<file path="config.mk">
export PLATFORM = sky130hd
export DESIGN_NAME = seven_segment_four_digit_driver
export DESIGN_NICKNAME = d
export VERILOG_FILES = /design/src/rtl/ssd_pkg.sv /design/src/rtl/ssd_digits.sv /design/src/rtl/ssd_update.sv /design/src/rtl/seven_segment_four_digit_driver.sv
export VERILOG_INCLUDE_DIRS = /design/src /design/src/rtl
export SDC_FILE = /design/constraint.sdc
export NUM_CORES = 1
export LEC_CHECK = 0
export ABC_AREA = 0
export CORE_UTILIZATION = 52
export CTS_BUF_LIST = sky130_fd_sc_hd__clkbuf_4
export DETAILED_ROUTE_END_ITERATION = 10
export DONT_BUFFER_PORTS = 1
export PLACE_DENSITY_LB_ADDON = 0.12
export RECOVER_POWER = 100
export SETUP_SLACK_MARGIN = 0.1
export SYNTH_ARGS = -nofsm -noshare
export SYNTH_HDL_FRONTEND = slang
export SYNTH_SLANG_ARGS = --single-unit
export TNS_END_PERCENT = 30
</file>
<file path="constraint.sdc">
create_clock -name clk -period 8.2 [get_ports clk]
set_input_delay 0.82 -clock clk [delete_from_list [all_inputs] [get_ports clk]]
set_output_delay 0.82 -clock clk [all_outputs]
set_load 0.1 [all_outputs]
</file>
<file path="src/rtl/seven_segment_four_digit_driver_defines.svh">
// Assertion macros for the seven-segment driver.
// Both assume a clock named clk and an active-low reset named rst_n in scope.
`ifndef SEVEN_SEGMENT_FOUR_DIGIT_DRIVER_DEFINES_SVH
`define SEVEN_SEGMENT_FOUR_DIGIT_DRIVER_DEFINES_SVH

`ifndef NO_ASSERTIONS

`define SSD_ASSERT(label, prop) \
    label: assert property (@(posedge clk) disable iff (!rst_n) (prop)) \
        else $error("seven segment driver check failed");

`define SSD_ASSERT_NEXT(label, ante, cons) \
    label: assert property (@(posedge clk) disable iff (!rst_n) (ante) |=> cons) \
        else $error("seven segment driver sequence check failed");

`else

`define SSD_ASSERT(label, prop)

`define SSD_ASSERT_NEXT(label, ante, cons)

`endif

`endif

</file>
<file path="src/rtl/ssd_pkg.sv">
`default_nettype none

package ssd_pkg;

    typedef enum logic [2:0] {
        CMD_TICK      = 3'd0,
        CMD_DECIMAL   = 3'd1,
        CMD_HEX_BLANK = 3'd2,
        CMD_HEX_ZERO  = 3'd3,
        CMD_CHAR      = 3'd4,
        CMD_BITMAP    = 3'd5,
        CMD_DOT       = 3'd6,
        CMD_CLEAR     = 3'd7
    } ssd_cmd_t;

    typedef logic [3:0][7:0] seg_store_t;
    typedef logic [3:0][6:0] glyph_row_t;

    typedef struct packed {
        ssd_cmd_t    command;
        logic [15:0] value;
        logic [4:0]  dot_mode;
        logic [1:0]  position;
        logic [7:0]  char_code;
        logic [7:0]  bitmap;
        logic        dot_show;
    } ssd_item_t;

    typedef struct packed {
        logic        frame_valid;
        logic [15:0] frame;
        logic [1:0]  scanned_digit;
        logic        dot_lit;
    } ssd_result_t;

    localparam logic [4:0] DOT_HOLD = 5'd16;
    localparam logic [4:0] DOT_ON   = 5'd17;

    localparam logic [7:0] SEG_DARK = 8'hFF;

    localparam logic [7:0] CHAR_SPACE      = 8'h20;
    localparam logic [7:0] CHAR_MINUS      = 8'h2D;
    localparam logic [7:0] CHAR_ZERO       = 8'h30;
    localparam logic [7:0] CHAR_NINE       = 8'h39;
    localparam logic [7:0] CHAR_UPPER_A    = 8'h41;
    localparam logic [7:0] CHAR_UPPER_Z    = 8'h5A;
    localparam logic [7:0] CHAR_UNDERSCORE = 8'h5F;
    localparam logic [7:0] CHAR_LOWER_A    = 8'h61;
    localparam logic [7:0] CHAR_LOWER_Z    = 8'h7A;
    localparam logic [7:0] CASE_BIT        = 8'h20;

    localparam logic [6:0] GLYPH_MINUS      = 7'h40;
    localparam logic [6:0] GLYPH_UNDERSCORE = 7'h08;
    localparam logic [6:0] GLYPH_BLANK      = 7'h00;

    localparam logic [7:0] DIGIT_GLYPH [10] = '{
        8'hC0, 8'hF9, 8'hA4, 8'hB0, 8'h99, 8'h92, 8'h82, 8'hF8, 8'h80, 8'h90
    };

    localparam logic [7:0] SELECT_BYTE [4] = '{8'hF1, 8'hF2, 8'hF4, 8'hF8};

    localparam logic [6:0] LETTER_GLYPH [26] = '{
        7'd95, 7'd124, 7'd88, 7'd94, 7'd121, 7'd113, 7'd61, 7'd116, 7'd17,
        7'd13, 7'd117, 7'd56, 7'd85, 7'd84, 7'd92, 7'd115, 7'd103, 7'd80,
        7'd45, 7'd120, 7'd28, 7'd42, 7'd106, 7'd20, 7'd110, 7'd27
    };

    // active-high segments a-g for an ASCII code
    function automatic logic [6:0] glyph_of(input logic [7:0] c);
        logic [7:0] lc;
        logic [7:0] off;
        logic [6:0] g;
        lc = c;
        off = 8'd0;
        g = GLYPH_BLANK;
        if (c >= CHAR_UPPER_A && c <= CHAR_UPPER_Z)
        begin
            lc = c | CASE_BIT;
        end
        if (c >= CHAR_ZERO && c <= CHAR_NINE)
        begin
            g = ~DIGIT_GLYPH[c[3:0]][6:0];
        end
        else if (lc >= CHAR_LOWER_A && lc <= CHAR_LOWER_Z)
        begin
            off = lc - CHAR_LOWER_A;
            g = LETTER_GLYPH[off[4:0]];
        end
        else if (c == CHAR_MINUS)
        begin
            g = GLYPH_MINUS;
        end
        else if (c == CHAR_UNDERSCORE)
        begin
            g = GLYPH_UNDERSCORE;
        end
        return g;
    endfunction

    function automatic logic [7:0] hex_char(input logic [3:0] n);
        logic [7:0] c;
        if (n < 4'd10)
        begin
            c = 8'(CHAR_ZERO + {4'd0, n});
        end
        else
        begin
            c = 8'(CHAR_LOWER_A + {4'd0, n} - 8'd10);
        end
        return c;
    endfunction

    // dot of a freshly written digit, active high
    function automatic logic written_dot(input logic [4:0] mode, input logic old_bit);
        logic d;
        if (mode == DOT_HOLD)
        begin
            d = ~old_bit;
        end
        else
        begin
            d = (mode == DOT_ON);
        end
        return d;
    endfunction

endpackage

`default_nettype wire

</file>
<file path="src/rtl/ssd_digits.sv">
`default_nettype none

module ssd_digits (
    input  logic [15:0]         value,
    input  logic                decimal,
    input  logic                zero_pad,
    output ssd_pkg::glyph_row_t glyphs
);

    logic        neg;
    logic        out_of_range;
    logic [15:0] mag16;
    logic [13:0] mag;
    logic [27:0] p1;
    logic [27:0] p2;
    logic [27:0] p3;
    logic [9:0]  q1;
    logic [6:0]  q2;
    logic [3:0]  q3;
    logic [3:0]  dd [4];
    logic [3:0]  dec_blank;
    logic [7:0]  chars [4];

    assign neg          = value[15];
    assign out_of_range = neg ? (value < 16'hFC19) : (value > 16'd9999);
    assign mag16        = neg ? (16'd0 - value) : value;
    assign mag          = mag16[13:0];

    // reciprocal multiplies, exact for magnitudes up to 9999
    assign p1 = 28'(mag) * 28'd6554;
    assign p2 = 28'(mag) * 28'd5243;
    assign p3 = 28'(mag) * 28'd8389;
    assign q1 = p1[25:16];
    assign q2 = p2[25:19];
    assign q3 = p3[26:23];

    assign dd[0] = 4'(mag - 14'({q1, 3'b000}) - 14'({q1, 1'b0}));
    assign dd[1] = 4'(q1 - 10'({q2, 3'b000}) - 10'({q2, 1'b0}));
    assign dd[2] = 4'(q2 - 7'({q3, 3'b000}) - 7'({q3, 1'b0}));
    assign dd[3] = q3;

    assign dec_blank = {q3 == 4'd0, q2 == 7'd0, q1 == 10'd0, 1'b0};

    always_comb
    begin
        for (int i = 0; i < 4; i++)
        begin
            if (decimal)
            begin
                if (out_of_range || (neg && i == 3))
                begin
                    chars[i] = ssd_pkg::CHAR_MINUS;
                end
                else if (dec_blank[i])
                begin
                    chars[i] = 8'd0;
                end
                else
                begin
                    chars[i] = 8'(ssd_pkg::CHAR_ZERO + {4'd0, dd[i]});
                end
            end
            else if (i > 0 && (value >> (4 * i)) == 16'd0)
            begin
                chars[i] = zero_pad ? ssd_pkg::CHAR_ZERO : ssd_pkg::CHAR_SPACE;
            end
            else
            begin
                chars[i] = ssd_pkg::hex_char(value[4 * i +: 4]);
            end
            glyphs[i] = ssd_pkg::glyph_of(chars[i]);
        end
    end

endmodule

`default_nettype wire

</file>
<file path="src/rtl/ssd_update.sv">
`default_nettype none

module ssd_update (
    input  ssd_pkg::ssd_item_t   item,
    input  ssd_pkg::seg_store_t  store,
    input  logic [1:0]           scan,
    output ssd_pkg::seg_store_t  store_next,
    output logic [1:0]           scan_next,
    output ssd_pkg::ssd_result_t result
);

    logic [1:0]          idx;
    logic                mask_on;
    ssd_pkg::glyph_row_t glyphs;

    assign idx     = ~item.position;
    assign mask_on = !item.dot_mode[4] && (item.dot_mode[3:0] != 4'd0);

    ssd_digits u_digits (
        .value    (item.value),
        .decimal  (item.command == ssd_pkg::CMD_DECIMAL),
        .zero_pad (item.command == ssd_pkg::CMD_HEX_ZERO),
        .glyphs   (glyphs)
    );

    always_comb
    begin
        store_next           = store;
        scan_next            = scan;
        result.frame_valid   = 1'b0;
        result.frame         = 16'd0;
        result.scanned_digit = 2'd0;
        case (item.command)
            ssd_pkg::CMD_TICK:
            begin
                result.frame_valid   = 1'b1;
                result.frame         = {store[scan], ssd_pkg::SELECT_BYTE[scan]};
                result.scanned_digit = scan;
                scan_next            = scan + 2'd1;
            end
            ssd_pkg::CMD_DECIMAL, ssd_pkg::CMD_HEX_BLANK, ssd_pkg::CMD_HEX_ZERO:
            begin
                // position p lives at store index 3 - p
                for (int p = 0; p < 4; p++)
                begin
                    store_next[3 - p] = ~{ssd_pkg::written_dot(item.dot_mode,
                                                               store[3 - p][7]),
                                          glyphs[p]};
                    if (mask_on)
                    begin
                        store_next[3 - p][7] = ~item.dot_mode[p];
                    end
                end
            end
            ssd_pkg::CMD_CHAR:
            begin
                store_next[idx] = ~{ssd_pkg::written_dot(item.dot_mode, store[idx][7]),
                                    ssd_pkg::glyph_of(item.char_code)};
            end
            ssd_pkg::CMD_BITMAP:
            begin
                store_next[idx] = ~item.bitmap;
            end
            ssd_pkg::CMD_DOT:
            begin
                store_next[idx][7] = ~item.dot_show;
            end
            ssd_pkg::CMD_CLEAR:
            begin
                store_next = {4{ssd_pkg::SEG_DARK}};
            end
            default:
            begin
                store_next = store;
            end
        endcase
        result.dot_lit = ~store_next[idx][7];
    end

endmodule

`default_nettype wire

</file>
<file path="src/rtl/seven_segment_four_digit_driver.sv">
// Four-digit multiplexed seven-segment driver.
// done pulses once the start transfer has passed the input register and the result register.
// One command per cycle; busy stays low, every command yields one result.
// Results cannot be stalled: each is valid for exactly the cycle that done is high.
// Reset: segment store goes dark (0xFF per digit), scan index returns to 0, no result pending.
`default_nettype none

`include "seven_segment_four_digit_driver_defines.svh"

module seven_segment_four_digit_driver (
    input  logic        clk,
    input  logic        rst_n,
    input  logic        start,
    output logic        busy,
    input  logic [2:0]  command,
    input  logic [15:0] value,
    input  logic [4:0]  dot_mode,
    input  logic [1:0]  position,
    input  logic [7:0]  char_code,
    input  logic [7:0]  bitmap,
    input  logic        dot_show,
    output logic        done,
    output logic        frame_valid,
    output logic [15:0] frame,
    output logic [1:0]  scanned_digit,
    output logic        dot_lit
);

    logic                 accept;
    logic                 valid_reg;
    ssd_pkg::ssd_item_t   item_reg;
    ssd_pkg::ssd_item_t   item_next;
    ssd_pkg::seg_store_t  store_reg;
    ssd_pkg::seg_store_t  store_next;
    logic [1:0]           scan_reg;
    logic [1:0]           scan_next;
    ssd_pkg::ssd_result_t result;
    logic                 done_reg;
    logic                 frame_valid_reg;
    logic [15:0]          frame_reg;
    logic [1:0]           scanned_digit_reg;
    logic                 dot_lit_reg;

    assign busy   = 1'b0;
    assign accept = start && !busy;

    always_comb
    begin
        item_next.command   = ssd_pkg::ssd_cmd_t'(command);
        item_next.value     = value;
        item_next.dot_mode  = dot_mode;
        item_next.position  = position;
        item_next.char_code = char_code;
        item_next.bitmap    = bitmap;
        item_next.dot_show  = dot_show;
    end

    ssd_update u_update (
        .item       (item_reg),
        .store      (store_reg),
        .scan       (scan_reg),
        .store_next (store_next),
        .scan_next  (scan_next),
        .result     (result)
    );

    always_ff @(posedge clk or negedge rst_n)
    begin
        if (!rst_n)
        begin
            valid_reg       <= 1'b0;
            store_reg       <= {4{ssd_pkg::SEG_DARK}};
            scan_reg        <= 2'd0;
            done_reg        <= 1'b0;
            frame_valid_reg <= 1'b0;
        end
        else
        begin
            valid_reg       <= accept;
            done_reg        <= valid_reg;
            frame_valid_reg <= valid_reg && result.frame_valid;
            if (valid_reg)
            begin
                store_reg <= store_next;
                scan_reg  <= scan_next;
            end
        end
    end

    always_ff @(posedge clk)
    begin
        if (accept)
        begin
            item_reg <= item_next;
        end
        if (valid_reg)
        begin
            frame_reg         <= result.frame;
            scanned_digit_reg <= result.scanned_digit;
            dot_lit_reg       <= result.dot_lit;
        end
    end

    assign done          = done_reg;
    assign frame_valid   = frame_valid_reg;
    assign frame         = frame_reg;
    assign scanned_digit = scanned_digit_reg;
    assign dot_lit       = dot_lit_reg;

    `SSD_ASSERT_NEXT(a_transfer_gives_done, start && !busy, ##1 done)
    `SSD_ASSERT_NEXT(a_no_transfer_no_done, !(start && !busy), ##1 !done)
    `SSD_ASSERT(a_frame_only_with_done, frame_valid |-> done)
    `SSD_ASSERT(a_select_matches_digit,
                frame_valid |-> frame[7:0] == ssd_pkg::SELECT_BYTE[scanned_digit])
    `SSD_ASSERT(a_scan_advanced, frame_valid |-> scan_reg == scanned_digit + 2'd1)

endmodule

`default_nettype wire
</file>
======== Word level (Yosys, flattened, before mapping) ========
Memories as Yosys holds them, arrays and structs flattened.
Index checks and enable logic that the tools add are counted.
word-level totals
  register bits ........................... 99
  ROM bits ................................ 1760
  input bits .............................. 46
  output and inout bits ................... 22
  word-level logic and storage cells ...... 293
  memories ................................ 10
cells by class
  $add $sub $neg .......................... 29
  $mul .................................... 3
  order comparisons ....................... 50
  eq/ne operators ......................... 19
  multiplexer cells ....................... 100
  bitwise logic cells ..................... 34
  reduce and logical (&&, ||, !) cells .... 30
memory list
  memory            words  width  read ports  clocked after memory_dff  wr ports  line           source
  (name not given)  32     7      1           0                         0         ssd_pkg.sv:87  g = LETTER_GLYPH[off[4:0]];
  (name not given)  32     7      1           0                         0         ssd_pkg.sv:87
  (name not given)  32     7      1           0                         0         ssd_pkg.sv:87
  (name not given)  32     7      1           0                         0         ssd_pkg.sv:87
  (name not given)  32     7      1           0                         0         ssd_pkg.sv:87
  (name not given)  16     8      1           0                         0         ssd_pkg.sv:82  g = ~DIGIT_GLYPH[c[3:0]][6:0];
  +4 memories       n/a    n/a    n/a         n/a                       n/a       n/a
operators with widths
  operator                number
  $mux 7                  43
  $pmux 32 s5             1
  $mux 8                  19
  $bwmux 32               3
  $ge 8x7->1 const B      10
  $le 8x7->1 const B      10
  $bmux 8 s2              4
  $add 6x4->7 const A     8
  $logic_not 16->1        3
  $not 8->8               6
  $eq 8x6->1 const B      5
  $eq 8x7->1 const B      5
  $ge 8x6->1 const B      5
  $le 8x6->1 const B      5
  $not 7->7               5
  $add 7x4->8 const A     4
  $demux 8 s2             2
  $sub 8x4->8 const B     4
  $ge 6x6->1 const B      5
  $mux 6                  5
  $not 5->6               5
  $mul 14x14->27 const B  1
  $mul 14x13->26 const B  1
  $ge 5x5->1 const B      5
  other kinds (34)        101

======== Logic depth before layout (Yosys ltp) ========
  depth after elaboration ................. 25
  mapped depth ............................ 37
  gate-level depth less buffers ........... 36

======== Hierarchy ========
A second synthesis with hierarchy kept.
unflattened totals
  cell total of the unflattened synthesis .. 2192
  area, all modules ....................... 19167.1 um^2
modules (own cells, without submodules)
  module                           instances  cells an instance  area an instance (um^2)  sequential area each (um^2)
  ssd_digits                       1          1501               12330.6                  0.0
  ssd_update                       1          551                3428.3                   0.0
  seven_segment_four_digit_driver  1          140                3408.3                   2827.7

======== Worst setup path before layout ========
Ideal clock, no wire load.
  path type ............................... register to register
  from .................................... reg item_reg[24] in the netlist's numbering
  to ...................................... reg (tool-made name)
  library setup time ...................... 89 ps
  arrival ................................. 8625 ps
  data required time ...................... 8111 ps
  setup slack ............................. -514 ps
  cell stages (with the launch flop) ...... 35
  buffers on the path ..................... 1
  period minus slack after synthesis ...... 8714 ps
  cells stage by stage .................... edfxtp_1 > inv_1 > ha_1 > nand2b_1 > nor3_1 > nand2b_1 > xnor2_1 > inv_1 > fa_1 > inv_1 > ha_1 > inv_1 > fa_1 > inv_1 > fa_1 > inv_1 > fa_1 > inv_1 > ha_1 > nand3_1 > or4b_1 > a211o_1 > o211ai_2 > ha_1 > a311o_1 > and2_1 > clkbuf_1 > ha_1 > or3_1 > a31oi_1 > or3_1 > a21oi_1 > a221oi_1 > a31oi_1 > a211oi_1
RTL lines
  item                    line                                   source
  start, declared         seven_segment_four_digit_driver.sv:31  ssd_pkg::ssd_item_t item_reg;
  start signal, assigned  seven_segment_four_digit_driver.sv:94  item_reg <= item_next;

==> impl_results.md <==
- Register area share after synthesis: 14.6%
- First-pass GRT wire length: 95100 µm
- RSZ-0062 raised after global routing: yes
- Syn. warnings: 0
- Io pins: 68
- Post-synth EDFFs: 59
- Synth Area per Inst: 8.44 µm²
- 1st-pass router iterations: 5
- DR WL/cell: 21.4 µm
- Failing checks: max-capacitance violations, max-slew violations
- # H-tree levels: 3
- Worst EP arrival: 8.60 ns
- Max_cap viols: 1
- Starting Density: 52.7%
- Wirelength, routed: 61800 µm
- Area grow syn2layout: 18.1%
- DP Wirelength: 50100 µm
- HP Class: input pin to async pin
- Post-synthesis net count: 2691
- Max_slew headroom: -132%
- # nets final: 2885
- CP Launch Type: flip-flop
- Post-synth ARST share: 38.5%
- Placed cell count: 2823
- Largest net degree at the start of global routing: 45
- Layout Cells excl Fill: 2881
- Clk Latency, worst-skew pair: 0.53 ns
- Yosys cell types: 117
- Max Slew Vio Count: 2
- Final setup viols: 0
- Total number of vias: 17700
- Max FO, Critical Path: 12
- Fin. Hold Viols: 0
- Die Y: 192 µm
- R2R cell count: 34
- Reg clk slew, reported paths: 0.19 ns
- CTS Buffer Depth: 2
- Clock sinks: 96
- Endpoint class of the critical path: flip-flop
- Overflow after GRT: 0
- Crit path kind: flip-flop to flip-flop
- Top_reg_cell synth: edfxtp_1
- Core area: 35500 µm²
- Detail Route Antenna Nets: 0
- Flops & latches, synth: 96
- Setup slack, reg-to-reg: 0.06 ns
- Min Tclk post-route: 8.14 ns
- Setup WS pre-CTS: -0.165 ns
- Slowest-stage cell, CP: fa_1
- Synth Instances: 2218
- Worst path max stage delay: 0.53 ns
- Buffers added on ports: 0
- Gpl congestion: 0.983
- Post-Syn Area: 18700 µm²
- Vias per cell: 6.14
- Vias in the first global route: 17000
- Clk_skew: 0.0219 ns
- Inserted Clock Buffers: 9
- Row count: 69
- Root buf cell: clkbuf_4
- GRT Overall Usage: 33.7%
- CTS tree: yes
- CP required: 8.66 ns
- DIE AREA: 36700 µm²
- Initial antenna violation count: 3
- DR DRC count: 0
- Layout cell share with drive strength beyond 1: 20.1%
- Status: complete, but fails checks
- Least-Margin Pin Slew: 3.49 ns
- Die X: 192 µm
- FMAX: 123 MHz
- Final Cycle Share: 99.3%
- Setup ws final: 0.0573 ns
- DR iter-0 viols: 1443
- RR Startpoint: item_reg[24]
## what timing repair did
action                     CTS  global route
pin swaps                   29            73
buffers inserted            15            23
gates resized for setup     37           108
hold endpoints to repair     5             0
hold buffers                 1             0
setup endpoints to repair   13            28
## Yosys cell counts, types with 14 or more instances
library cell | n | share of area [%]
a31oi_1 | 24 | 0.80
dfstp_2 | 32 | 4.5
inv_1 | 325 | 6.5
nand4_1 | 18 | 0.60
buf_2 | 14 | 0.37
xnor2_1 | 55 | 2.6
nand2_1 | 152 | 3.0
o211ai_1 | 21 | 0.84
clkbuf_1 | 55 | 1.1
nor3_1 | 37 | 0.99
nand2b_1 | 22 | 0.74
o31ai_1 | 16 | 0.64
a21oi_1 | 157 | 4.2
o21ai_1 | 21 | 0.56
or3_1 | 17 | 0.57
fa_1 | 128 | 14
o21ai_0 | 141 | 3.8
o21a_1 | 19 | 0.76
nor2_1 | 150 | 3.0
and2_1 | 26 | 0.87
o22ai_1 | 15 | 0.50
edfxtp_1 | 59 | 9.5
a21o_1 | 34 | 1.4
nand3_1 | 44 | 1.2
and3_1 | 15 | 0.50
a211oi_1 | 25 | 1.0
mux2i_1 | 24 | 1.3
ha_1 | 299 | 20
## layout by cell type, fill, tap and decap left out, types with 20 or more instances in the layout
cell / count
a211oi_1: 23
a21o_1: 34
a21oi_1: 150
a31oi_1: 22
buf_4: 238
dfstp_2: 32
edfxtp_1: 59
fa_1: 127
ha_1: 275
ha_4: 20
inv_1: 311
mux2i_1: 24
nand2_1: 145
nand3_1: 42
nor2_1: 146
nor3_1: 30
o211ai_1: 21
o21ai_0: 132
o21ai_1: 24
xnor2_1: 40
## critical path: cells and delay by family (launching register included)
kind	cells	cell delay [ns]
DFF	1	0.49
xor gates and xnor gates	1	0.19
AOI/OAI and AO/OA	8	1.74
adders and majority gates	7	2.72
buffers and inverters	9	1.21
and+or+nand+nor	8	1.55
muxes	1	0.21
## through the flow
step	area [µm²]	TNS, ns	util, %	hold slack [ns]
finish	22100	0	62.3	0.109
detailed placement	20900	-0.727	58.8	0.480
global placement	20900	-0.00196	58.8	0.478
floorplan	18900	0	-	0.459
global route	22100	-0.674	62.2	0.0612
CTS	21400	0	60.2	0.0534
## layer usage
metal / track usage (%) / routed length (µm)
met1: 50.3 / 29000
met2: 49.7 / 26100
met3: 8.20 / 5930
met4: 4.73 / 689
met5: 0 / 13
## final cells by class
cell class	count	area (µm²)
multi-input cells	1715	15300
fillers	3125	13400
flip-flops and latches	96	2740
repair buffers	260	2040
inverters	330	1240
well taps	461	577
clock inverters	7	70.1
clock buffers	9	67.6
diodes	3	7.51
## logic make-up after synthesis
family / count (synthesis) / synth area share [%]
AOI/OAI and AO/OA: 622 / 22.3
and+or+nand+nor: 550 / 14.3
adders and majority gates: 433 / 34.0
buffers and inverters: 407 / 8.42
DFF: 96 / 14.6
xor gates and xnor gates: 68 / 3.44
muxes: 41 / 2.93
other: 1 / 0.0200
## worst max path at each step
stage,start,end
floorplan,item_reg[24],flip-flop
global placement,item_reg[24],flip-flop
detailed placement,item_reg[25],flip-flop
CTS,item_reg[28],flip-flop
global route,item_reg[24],flip-flop
finish,item_reg[24],flip-flop
Power is left out: the tool's default activity adds up to more than one toggle a clock period on the data nets, which glitch-free logic cannot reach.
